**src/btps_pkg.sv**
```systemverilog
// ----------------------------------------------------------------------------
// btps_pkg
// Shared constants for the beep tone PWM setup core.
// ----------------------------------------------------------------------------
`timescale 1ns / 1ps
`default_nettype none

package btps_pkg;

    localparam int DURATION_BITS = 24;

    localparam int FREQ_W    = 16;
    localparam int DUR_W     = 24;
    localparam int VOL_W     = 8;
    localparam int ELAPSED_W = 16;
    localparam int CLOCK_W   = 24;
    localparam int RELOAD_W  = 20;
    localparam int COMPARE_W = 18;

    localparam int DIVISOR_W = 14;
    localparam int PROD_W    = 27;
    localparam int VCLAMP_W  = 7;
    localparam int CNT_W     = 5;

    localparam logic [FREQ_W-1:0]    FREQ_MIN    = 16'd20;
    localparam logic [FREQ_W-1:0]    FREQ_MAX    = 16'd16000;
    localparam logic [VOL_W-1:0]     VOL_MAX     = 8'd100;
    localparam logic [DIVISOR_W-1:0] DUTY_DIV    = 14'd333;
    localparam logic [CLOCK_W-1:0]   RESET_CLOCK = 24'd1000000;
    localparam logic [RELOAD_W-1:0]  RESET_RELOAD = 20'd1000;

    localparam logic OP_BEEP = 1'b0;
    localparam logic OP_TICK = 1'b1;

    localparam logic REG_TONE_CLOCK = 1'b0;

endpackage

`default_nettype wire

```
**src/beep_tone_pwm_setup_core.sv**
```systemverilog
// ----------------------------------------------------------------------------
// beep_tone_pwm_setup_core
// Tone beeper control: PWM reload/compare setup and beep countdown.
// ----------------------------------------------------------------------------
//  Channel   Dir  Word
//  s_axis    in   tuser: opcode; tdata: frequency_hz, duration_ms,
//                 volume_percent, elapsed_ms
//  m_axis    out  tdata: reload_value, compare_value, tone_active
//  apb       in   register 0 at 0x0: tone_clock_hz (24 bits)
//
//  Nonzero-duration beep: 24 divider steps for the reload, one multiply,
//  27 divider steps by 333, then the output step; the next word is taken
//  after the output step. Tick or zero-duration beep: output step only.
//  Reset loads reload 1000, compare 0, no remaining time, clock 1 MHz.
//  A new word is taken while a finished result still waits on m_axis; the
//  next result then holds in the output step until m_axis takes the first.
// ----------------------------------------------------------------------------
`timescale 1ns / 1ps
`default_nettype none

module beep_tone_pwm_setup_core
    import btps_pkg::*;
(
    input  wire logic        clk,
    input  wire logic        rst_n,

    input  wire logic        s_axis_tvalid,
    output logic             s_axis_tready,
    // [15:0] frequency_hz, [39:16] duration_ms, [47:40] volume_percent,
    // [63:48] elapsed_ms
    input  wire logic [63:0] s_axis_tdata,
    // [0] opcode
    input  wire logic        s_axis_tuser,

    output logic             m_axis_tvalid,
    input  wire logic        m_axis_tready,
    // [19:0] reload_value, [37:20] compare_value, [38] tone_active, [39] zero
    output logic      [39:0] m_axis_tdata,

    input  wire logic        psel,
    input  wire logic        penable,
    input  wire logic        pwrite,
    input  wire logic [2:0]  paddr,
    input  wire logic [31:0] pwdata,
    output logic      [31:0] prdata,
    output logic             pready
);

    localparam logic [2:0] ST_IDLE = 3'd0;
    localparam logic [2:0] ST_DIV  = 3'd1;
    localparam logic [2:0] ST_MUL  = 3'd2;
    localparam logic [2:0] ST_DCMP = 3'd3;
    localparam logic [2:0] ST_DONE = 3'd4;

    localparam logic [32:0] DUR_MAX = (33'd1 << DURATION_BITS) - 33'd1;

    logic [2:0]               state_reg, state_next;
    logic [CLOCK_W-1:0]       tone_clock_reg;
    logic [DURATION_BITS-1:0] remaining_reg, remaining_next;
    logic [RELOAD_W-1:0]      reload_reg, reload_next;
    logic [COMPARE_W-1:0]     compare_reg, compare_next;
    logic [PROD_W-1:0]        quo_reg, quo_next;
    logic [DIVISOR_W-1:0]     rem_reg, rem_next;
    logic [DIVISOR_W-1:0]     divisor_reg, divisor_next;
    logic [VCLAMP_W-1:0]      vol_reg, vol_next;
    logic [CNT_W-1:0]         cnt_reg, cnt_next;
    logic                     m_valid_reg, m_valid_next;
    logic [39:0]              m_data_reg, m_data_next;

    logic [FREQ_W-1:0]        in_freq;
    logic [DUR_W-1:0]         in_dur;
    logic [VOL_W-1:0]         in_vol;
    logic [ELAPSED_W-1:0]     in_elapsed;
    logic [FREQ_W-1:0]        freq_clamped;
    logic [VOL_W-1:0]         vol_clamped;
    logic [32:0]              dur_ext, elapsed_ext, remain_ext;
    logic [DURATION_BITS-1:0] dur_clamped, tick_remaining;

    logic [DIVISOR_W:0]       rem_shift;
    logic [DIVISOR_W:0]       rem_sub;
    logic                     rem_ge;
    logic [PROD_W-1:0]        product;

    logic                     in_fire;
    logic                     out_free;
    logic                     cfg_write;

    assign in_fire   = s_axis_tvalid && s_axis_tready;
    assign out_free  = !m_valid_reg || m_axis_tready;
    assign cfg_write = psel && penable && pwrite && pready;

    assign s_axis_tready = (state_reg == ST_IDLE);
    assign m_axis_tvalid = m_valid_reg;
    assign m_axis_tdata  = m_data_reg;
    assign pready        = 1'b1;
    assign prdata        = (paddr[2] == REG_TONE_CLOCK) ? {8'd0, tone_clock_reg} : 32'd0;

    assign in_freq    = s_axis_tdata[15:0];
    assign in_dur     = s_axis_tdata[39:16];
    assign in_vol     = s_axis_tdata[47:40];
    assign in_elapsed = s_axis_tdata[63:48];

    always_comb
    begin
        if (in_freq < FREQ_MIN)
            freq_clamped = FREQ_MIN;
        else if (in_freq > FREQ_MAX)
            freq_clamped = FREQ_MAX;
        else
            freq_clamped = in_freq;

        vol_clamped = (in_vol > VOL_MAX) ? VOL_MAX : in_vol;

        dur_ext     = 33'(in_dur);
        dur_clamped = (dur_ext > DUR_MAX) ? DURATION_BITS'(DUR_MAX)
                                          : DURATION_BITS'(dur_ext);

        elapsed_ext    = 33'(in_elapsed);
        remain_ext     = 33'(remaining_reg);
        tick_remaining = (remain_ext > elapsed_ext)
                       ? DURATION_BITS'(remain_ext - elapsed_ext)
                       : '0;
    end

    // shared restoring divider step, one quotient bit per cycle
    always_comb
    begin
        rem_shift = {rem_reg, quo_reg[PROD_W-1]};
        rem_sub   = rem_shift - {1'b0, divisor_reg};
        rem_ge    = (rem_shift >= {1'b0, divisor_reg});
    end

    assign product = PROD_W'(quo_reg[RELOAD_W-1:0]) * PROD_W'(vol_reg);

    always_comb
    begin
        state_next     = state_reg;
        remaining_next = remaining_reg;
        reload_next    = reload_reg;
        compare_next   = compare_reg;
        quo_next       = quo_reg;
        rem_next       = rem_reg;
        divisor_next   = divisor_reg;
        vol_next       = vol_reg;
        cnt_next       = cnt_reg;
        m_valid_next   = m_valid_reg;
        m_data_next    = m_data_reg;

        if (m_valid_reg && m_axis_tready)
            m_valid_next = 1'b0;

        unique case (state_reg)
            ST_IDLE:
            begin
                if (in_fire)
                begin
                    state_next = ST_DONE;
                    if (s_axis_tuser == OP_TICK)
                    begin
                        remaining_next = tick_remaining;
                        if (tick_remaining == '0)
                            compare_next = '0;
                    end
                    else if (in_dur != '0)
                    begin
                        remaining_next = dur_clamped;
                        quo_next       = {tone_clock_reg, {(PROD_W-CLOCK_W){1'b0}}};
                        rem_next       = '0;
                        divisor_next   = freq_clamped[DIVISOR_W-1:0];
                        vol_next       = vol_clamped[VCLAMP_W-1:0];
                        cnt_next       = CNT_W'(CLOCK_W - 1);
                        state_next     = ST_DIV;
                    end
                end
            end
            ST_DIV, ST_DCMP:
            begin
                quo_next = {quo_reg[PROD_W-2:0], rem_ge};
                rem_next = rem_ge ? rem_sub[DIVISOR_W-1:0] : rem_shift[DIVISOR_W-1:0];
                cnt_next = cnt_reg - CNT_W'(1);
                if (cnt_reg == '0)
                begin
                    if (state_reg == ST_DIV)
                        state_next = ST_MUL;
                    else
                    begin
                        compare_next = quo_next[COMPARE_W-1:0];
                        state_next   = ST_DONE;
                    end
                end
            end
            ST_MUL:
            begin
                reload_next  = quo_reg[RELOAD_W-1:0];
                quo_next     = product;
                rem_next     = '0;
                divisor_next = DUTY_DIV;
                cnt_next     = CNT_W'(PROD_W - 1);
                state_next   = ST_DCMP;
            end
            ST_DONE:
            begin
                if (out_free)
                begin
                    m_valid_next = 1'b1;
                    m_data_next  = {1'b0, (remaining_reg != '0), compare_reg, reload_reg};
                    state_next   = ST_IDLE;
                end
            end
            default:
            begin
                state_next = ST_IDLE;
            end
        endcase
    end

    always_ff @(posedge clk or negedge rst_n)
    begin
        if (!rst_n)
        begin
            state_reg      <= ST_IDLE;
            tone_clock_reg <= RESET_CLOCK;
            remaining_reg  <= '0;
            reload_reg     <= RESET_RELOAD;
            compare_reg    <= '0;
            m_valid_reg    <= 1'b0;
        end
        else
        begin
            state_reg     <= state_next;
            remaining_reg <= remaining_next;
            reload_reg    <= reload_next;
            compare_reg   <= compare_next;
            m_valid_reg   <= m_valid_next;
            if (cfg_write && (paddr[2] == REG_TONE_CLOCK))
                tone_clock_reg <= pwdata[CLOCK_W-1:0];
        end
    end

    always_ff @(posedge clk)
    begin
        quo_reg     <= quo_next;
        rem_reg     <= rem_next;
        divisor_reg <= divisor_next;
        vol_reg     <= vol_next;
        cnt_reg     <= cnt_next;
        m_data_reg  <= m_data_next;
    end

endmodule

`default_nettype wire
```
**config.mk**
```make
export PLATFORM = sky130hd
export DESIGN_NAME = beep_tone_pwm_setup_core
export DESIGN_NICKNAME = d
export VERILOG_FILES = /design/src/btps_pkg.sv /design/src/beep_tone_pwm_setup_core.sv
export SDC_FILE = /design/constraint.sdc
export NUM_CORES = 1
export LEC_CHECK = 0
export BUFFER_PORTS_ARGS = -buffer_cell sky130_fd_sc_hd__buf_2
export CAP_MARGIN = 20
export CORE_MARGIN = 1
export CORE_UTILIZATION = 50
export CTS_BUF_LIST = sky130_fd_sc_hd__clkbuf_4 sky130_fd_sc_hd__clkbuf_8
export CTS_CLUSTER_DIAMETER = 40
export DETAILED_ROUTE_END_ITERATION = 7
export GPL_ROUTABILITY_DRIVEN = 0
export PLACE_DENSITY = 0.77
export RECOVER_POWER = 100
export SYNTH_ARGS = -nofsm -noshare
export SYNTH_HDL_FRONTEND = slang
export SYNTH_SLANG_ARGS = --single-unit
```
**constraint.sdc**
```tcl
create_clock -name clk -period 13.2 [get_ports clk]
set_input_delay 0.66 -clock clk [delete_from_list [all_inputs] [get_ports clk]]
set_output_delay 0.66 -clock clk [all_outputs]
set_load 0.03 [all_outputs]
```
==> flow_summary.yaml, run 1 <==
logic_synthesis:
  synthFlopType: "edfxtp_1"
  synth_top_area_share_pct: 21.6
  async_flop_share_pct: 45.9
  yosys_warnings: 0
  synth.most_common_cell: "nand2_1"
  synth_edf_count: 106
  synthTopCellsByCount: "nand2_1, inv_1, nor2_1"
  ys_types: 82
  syn_avg_cell_area_um2: 9.55
  seq_area_frac_synth_pct: 37.0
  netlist_area_um2: 14700
  synth_top_cell_by_area: "edfxtp_1"
  ys_ff_latch: 196
  synth_area_leaders: "edfxtp_1, dfrtp_1, fa_1"
  synth_cells: 1543
detailed_routing:
  avgViaCountPerCell: 5.70
  firstDrtPassIters: 5
  num_vias: 11700
  drt-total-wl_um: 35900
  drtIter0Drc: 897
  drc: 0
  ant_nets: 0
  wire_per_inst_um: 17.5
min_path:
  hp-class: "in2reg"
  whs_path_depth: 2
timing:
  layout_min_cycle_time_ns: 5.58
  slew_viol_final: 258
  setup_viol: 0
  worst_pin_slew_ns: 2.71
  timing.fmax_mhz: 179
  tns_ns: 0
  slew_headroom_pct: -80.3
  skew_ns: 0.0220
  rsz0062_at_grt: "no"
  hold_violations: 0
  min_period_over_period_pct: 42.2
cells_and_area:
  largest_register_ffs: 39
  diodes: 0
  multi_input_area_um2: 8300
  fillers: 2637
  seq_area_um2: 5450
  drive_gt1_share_pct: 10.8
  fin_util_pct: 55.4
  area_growth_pct: 8.61
  nets: 1930
die:
  pin_count: 182
  num_rows: 62
  die_h_um: 174
  dieArea_um2: 30200
  core-area_um2: 28900
  die_x_um: 174
  initial_core_util_pct: 51.0
cts:
  cts-root-buf: "clkbuf_8"
  cts_sinks: 196
  post_cts_resized: 0
  cts_setup_buffers: 0
  cts.path.max_buffers: 2
  hold_buffers: 0
  clk_latency_ns: 0.51
  cts_made_buffers: 17
  path_clk_slew_ns: 0.11
  htree_levels: 4
  cts_tree: "done"
worst_setup_path:
  crit_type: "reg2reg"
  r2r-start: "vol_reg[4]"
  critical_path_required_ns: 13.39
  rr_worst_depth: 16
  crit_end: "quo_reg[18]"
  path_max_fanout: 20
  critPathCaptureType: "flip-flop"
  r2r_slack_ns: 7.62
  cp_slowest_stage_delay_ns: 0.84
  cp.arrival_ns: 5.76
  crit_start: "vol_reg[4]"
  cp_common_cell: "fa_1"
  cp_cell_sequence: "and2_0 > fa_1 > fa_1 > fa_1 > inv_1 > fa_1 > inv_1 > ha_1 > a21oi_1 > nand2_1 > o211ai_1 > nand3_1 > a211o_1 > a21oi_1 > xor2_1 > o21ai_0"
  critical-path-slowest-cell: "edfxtp_1"
  r2r-end: "quo_reg[18]"
  critPathLaunchType: "flip-flop"
run_status:
  status: "complete, but fails checks"
  violations: "capacitance limit, slew limit"
global_route:
  grt_pass1_wl_um: 58900
  grt_max_degree: 48
  grtUsageTotal_pct: 24.7
  grt.overflow.total: 0
  grt_pass1_vias: 11700
  antenna_found_initial: 1
place:
  numPortBuffers: 161
  hpwl_um: 26300
run:
  drv_cap: 7
cell type report:
| class | count | area share (%) |
|---|---|---|
| inverters | 162 | 3.80 |
| clock inverters | 15 | 0.868 |
| flip-flops and latches | 196 | 34.1 |
| well taps | 384 | 3.00 |
| clock buffers | 17 | 1.46 |
| repair buffers | 174 | 4.90 |
| multi-input cells | 1104 | 51.9 |
routing by layer:
layer / wire length [um] / part of all wire [%] / GRT usage, % / up-vias
li1: - / - / - / 5452
met1: 15300 / 43 / 32.3 / 5706
met2: 17200 / 48 / 41.0 / 473
met3: 2540 / 7.1 / 4.36 / 64
met4: 849 / 2.4 / 9.50 / 2
met5: 13 / 0.036 / 0 / -
logic make-up (layout without fill, tap and decap cells):
| family | count (synthesis) | after routing | synth area share, % |
|---|---|---|---|
| and+or+nand+nor | 555 | 555 | 18.7 |
| DFF | 196 | 196 | 37.0 |
| xor gates and xnor gates | 43 | 43 | 2.56 |
| AOI/OAI and AO/OA | 276 | 276 | 12.1 |
| muxes | 52 | 52 | 3.85 |
| adders and majority gates | 168 | 168 | 18.9 |
| buffers and inverters | 251 | 368 | 6.85 |
| other | 2 | 10 | 0.0510 |
worst min-delay path by stage:
stage,start,endpoint,slack [ns]
2_1_floorplan,rst_n,compare_reg[0],0.36
3_3_place_gp,reload_reg[18],m_axis_tdata[18],0.43
3_5_place_dp,reload_reg[13],m_axis_tdata[13],0.43
4_1_cts,rst_n,tone_clock_reg[11],0.16
5_1_grt,pwdata[2],tone_clock_reg[2],0.34
6_report,pwdata[2],tone_clock_reg[2],0.38
placed cells by master, fill, tap and decap left out, drive strengths merged, types with 5 or more instances in the layout:
cell,count
nand4,12
xnor2,22
fa,91
a21o,16
a211oi,8
nor2,109
ha,77
a21oi,77
conb,10
and2,102
clkbuf,95
clkinv,7
nor2b,34
edfxtp,106
dfrtp,77
nand2,183
xor2,21
o22ai,8
dfstp,13
and3,21
a22oi,15
o211ai,5
mux2i,24
inv,170
a221oi,6
nor3,16
nand2b,10
o21ai,72
nand3,17
nor4,20
or3,8
buf,96
mux2,27
a31oi,7
o21bai,5
o21a,18
through the flow:
| stage | instance area [um^2] | hold slack [ns] | cells | setup WS [ns] |
|---|---|---|---|---|
| 6_report | 16000 | 0.375 | 2052 | 7.62 |
| 5_1_grt | 16000 | 0.342 | 2052 | 7.36 |
| 4_1_cts | 16100 | 0.156 | 2050 | 7.73 |
| 3_5_place_dp | 15800 | 0.434 | 2018 | 7.80 |
| 3_3_place_gp | 15800 | 0.427 | 2018 | 7.88 |
| 2_1_floorplan | 14800 | 0.364 | 1551 | 8.44 |
worst max-delay path, delay by kind of cell, from the launching register on:
kind,cells,cell delay [ns]
flops,1,0.84
xor+xnor,1,0.19
buf+inv,2,0.10
simple gates,3,0.57
compound gates,5,1.12
fa+ha+maj,5,2.42
Power of run 1 is not shown: default switching activity piles up to over one toggle a cycle in this logic, so the estimate is an artifact.
==> run 2, diff against run 1 <==
==> constraint.sdc (replaced) <==
create_clock -name clk -period 5.2 [get_ports clk]
set_input_delay 0.26 -clock clk [delete_from_list [all_inputs] [get_ports clk]]
set_output_delay 0.26 -clock clk [all_outputs]
set_load 0.03 [all_outputs]
==> flow_summary.yaml, run 2 (synthesis gave the netlist of run 1 again) <==
min_path:
  min_from: "s_axis_tdata[38]"
  whs_path_depth: 2
  holdPathEnd: "remaining_reg[22]"
  hp-class: "in2reg"
worst_setup_path:
  r2r-end: "quo_reg[15]"
  rr_worst_depth: 19
  crit_start: "vol_reg[2]"
  critical-path-slowest-cell: "fa_1"
  r2r_slack_ns: 0.08
  r2r-start: "vol_reg[2]"
  cp_slowest_stage_delay_ns: 0.56
  critical_path_required_ns: 5.44
  cp.arrival_ns: 5.36
  critPathCaptureType: "flip-flop"
  cp_cell_sequence: "buf_4 > buf_4 > and2_1 > fa_1 > ha_1 > inv_1 > fa_1 > fa_1 > inv_1 > ha_1 > o21ai_0 > a21oi_1 > nand3_1 > o2111ai_2 > a21bo_2 > a21o_1 > xor2_1 > a222oi_1 > inv_1"
  critPathLaunchType: "flip-flop"
  path_max_fanout: 6
  crit_type: "reg2reg"
die:
  die_x_um: 174
  dieArea_um2: 30200
  num_rows: 62
  die_h_um: 174
  initial_core_util_pct: 51.0
  core-area_um2: 28900
  pin_count: 182
global_route:
  grt.overflow.total: 0
  grt_pass1_vias: 12000
  grt_pass1_wl_um: 60700
  antenna_found_initial: 1
  grt_max_degree: 48
  grtUsageTotal_pct: 25.3
timing:
  timing.fmax_mhz: 195
  hold_violations: 0
  setup_viol: 0
  worst_hold_slack_ns: 0.0272
  slew_viol_final: 202
  tns_ns: 0
  min_period_over_period_pct: 98.5
  slew_headroom_pct: -84.0
  layout_min_cycle_time_ns: 5.12
  worst_pin_slew_ns: 2.76
  skew_ns: 0.0152
cells_and_area:
  nets: 2016
  multi_input_area_um2: 8430
  drive_gt1_share_pct: 15.6
  final_common_cell: "nand2_1"
  area_growth_pct: 14.7
  seq_area_um2: 5450
  final_cell_mix: "nand2_1, inv_1, nor2_1"
  fin_util_pct: 58.6
  design_area_um2: 16900
  largest_register_ffs: 39
  fillers: 2452
cts:
  cts_made_buffers: 17
  htree_levels: 4
  path_clk_slew_ns: 0.11
  clk_latency_ns: 0.49
  cts-root-buf: "clkbuf_8"
  cts_sinks: 196
  cts.path.max_buffers: 2
  cts_tree: "done"
detailed_routing:
  drtIter0Drc: 973
  num_vias: 12100
  drc: 0
  firstDrtPassIters: 5
  drt-total-wl_um: 38200
  wire_per_inst_um: 17.9
  ant_nets: 0
  avgViaCountPerCell: 5.66
run_status:
  violations: "capacitance limit, slew limit"
  status: "complete, but fails checks"
place:
  numPortBuffers: 161
  hpwl_um: 27400
  postPlaceCellArea_um2: 16000
run:
  drv_cap: 6
[run 2: metrics by stage]
| step | setup slack (ns) | instances |
|---|---|---|
| floorplan | 0.438 | 1551 |
| global placement | 0.0629 | 2052 |
| detailed placement | 0.00398 | 2052 |
| CTS | 0.00928 | 2112 |
| global route | -0.107 | 2139 |
| finish | 0.0770 | 2139 |
[run 2: what timing repair did]
| item | CTS | global route |
|---|---|---|
| hold endpoints to repair | 60 | 0 |
| setup buffers | 5 | 24 |
| pin swaps | 0 | 26 |
| resized for setup | 0 | 41 |
| setup endpoints to repair | 3 | 13 |
| hold buffers | 23 | 0 |
[run 2: how the worst max path moves through the flow]
stage               cells after the start  slack, ns          end
floorplan                              18       0.44  quo_reg[25]
global placement                       18       0.06  quo_reg[18]
detailed placement                     19      0.004  quo_reg[25]
CTS                                    19      0.009  quo_reg[23]
global route                           19      -0.11  quo_reg[15]
finish                                 19       0.08  quo_reg[15]
[run 2: worst max-delay path: cells and delay by family, from the launching register on]
kind	cells	cell delay [ns]
buf+inv	5	0.52
fa+ha+maj	5	2.15
compound gates	6	1.35
flops	1	0.43
xor+xnor	1	0.15
simple gates	2	0.26
[run 2: area by class of cell]
class	count	area share [%]
inverters	162	3.60
repair buffers	260	9.02
multi-input cells	1104	49.9
well taps	384	2.84
flip-flops and latches	196	32.3
clock buffers	17	1.38
diodes	1	0.0148
clock inverters	15	0.977
[run 2: metal layers]
layer	routed length (um)	track usage (%)	vias up
met5	0	0	-
met4	1220	10.3	0
met3	2710	3.99	82
met2	18200	41.8	514
met1	16100	33.4	5900
li1	-	-	5614
Power of run 2 is left out for the same reason.
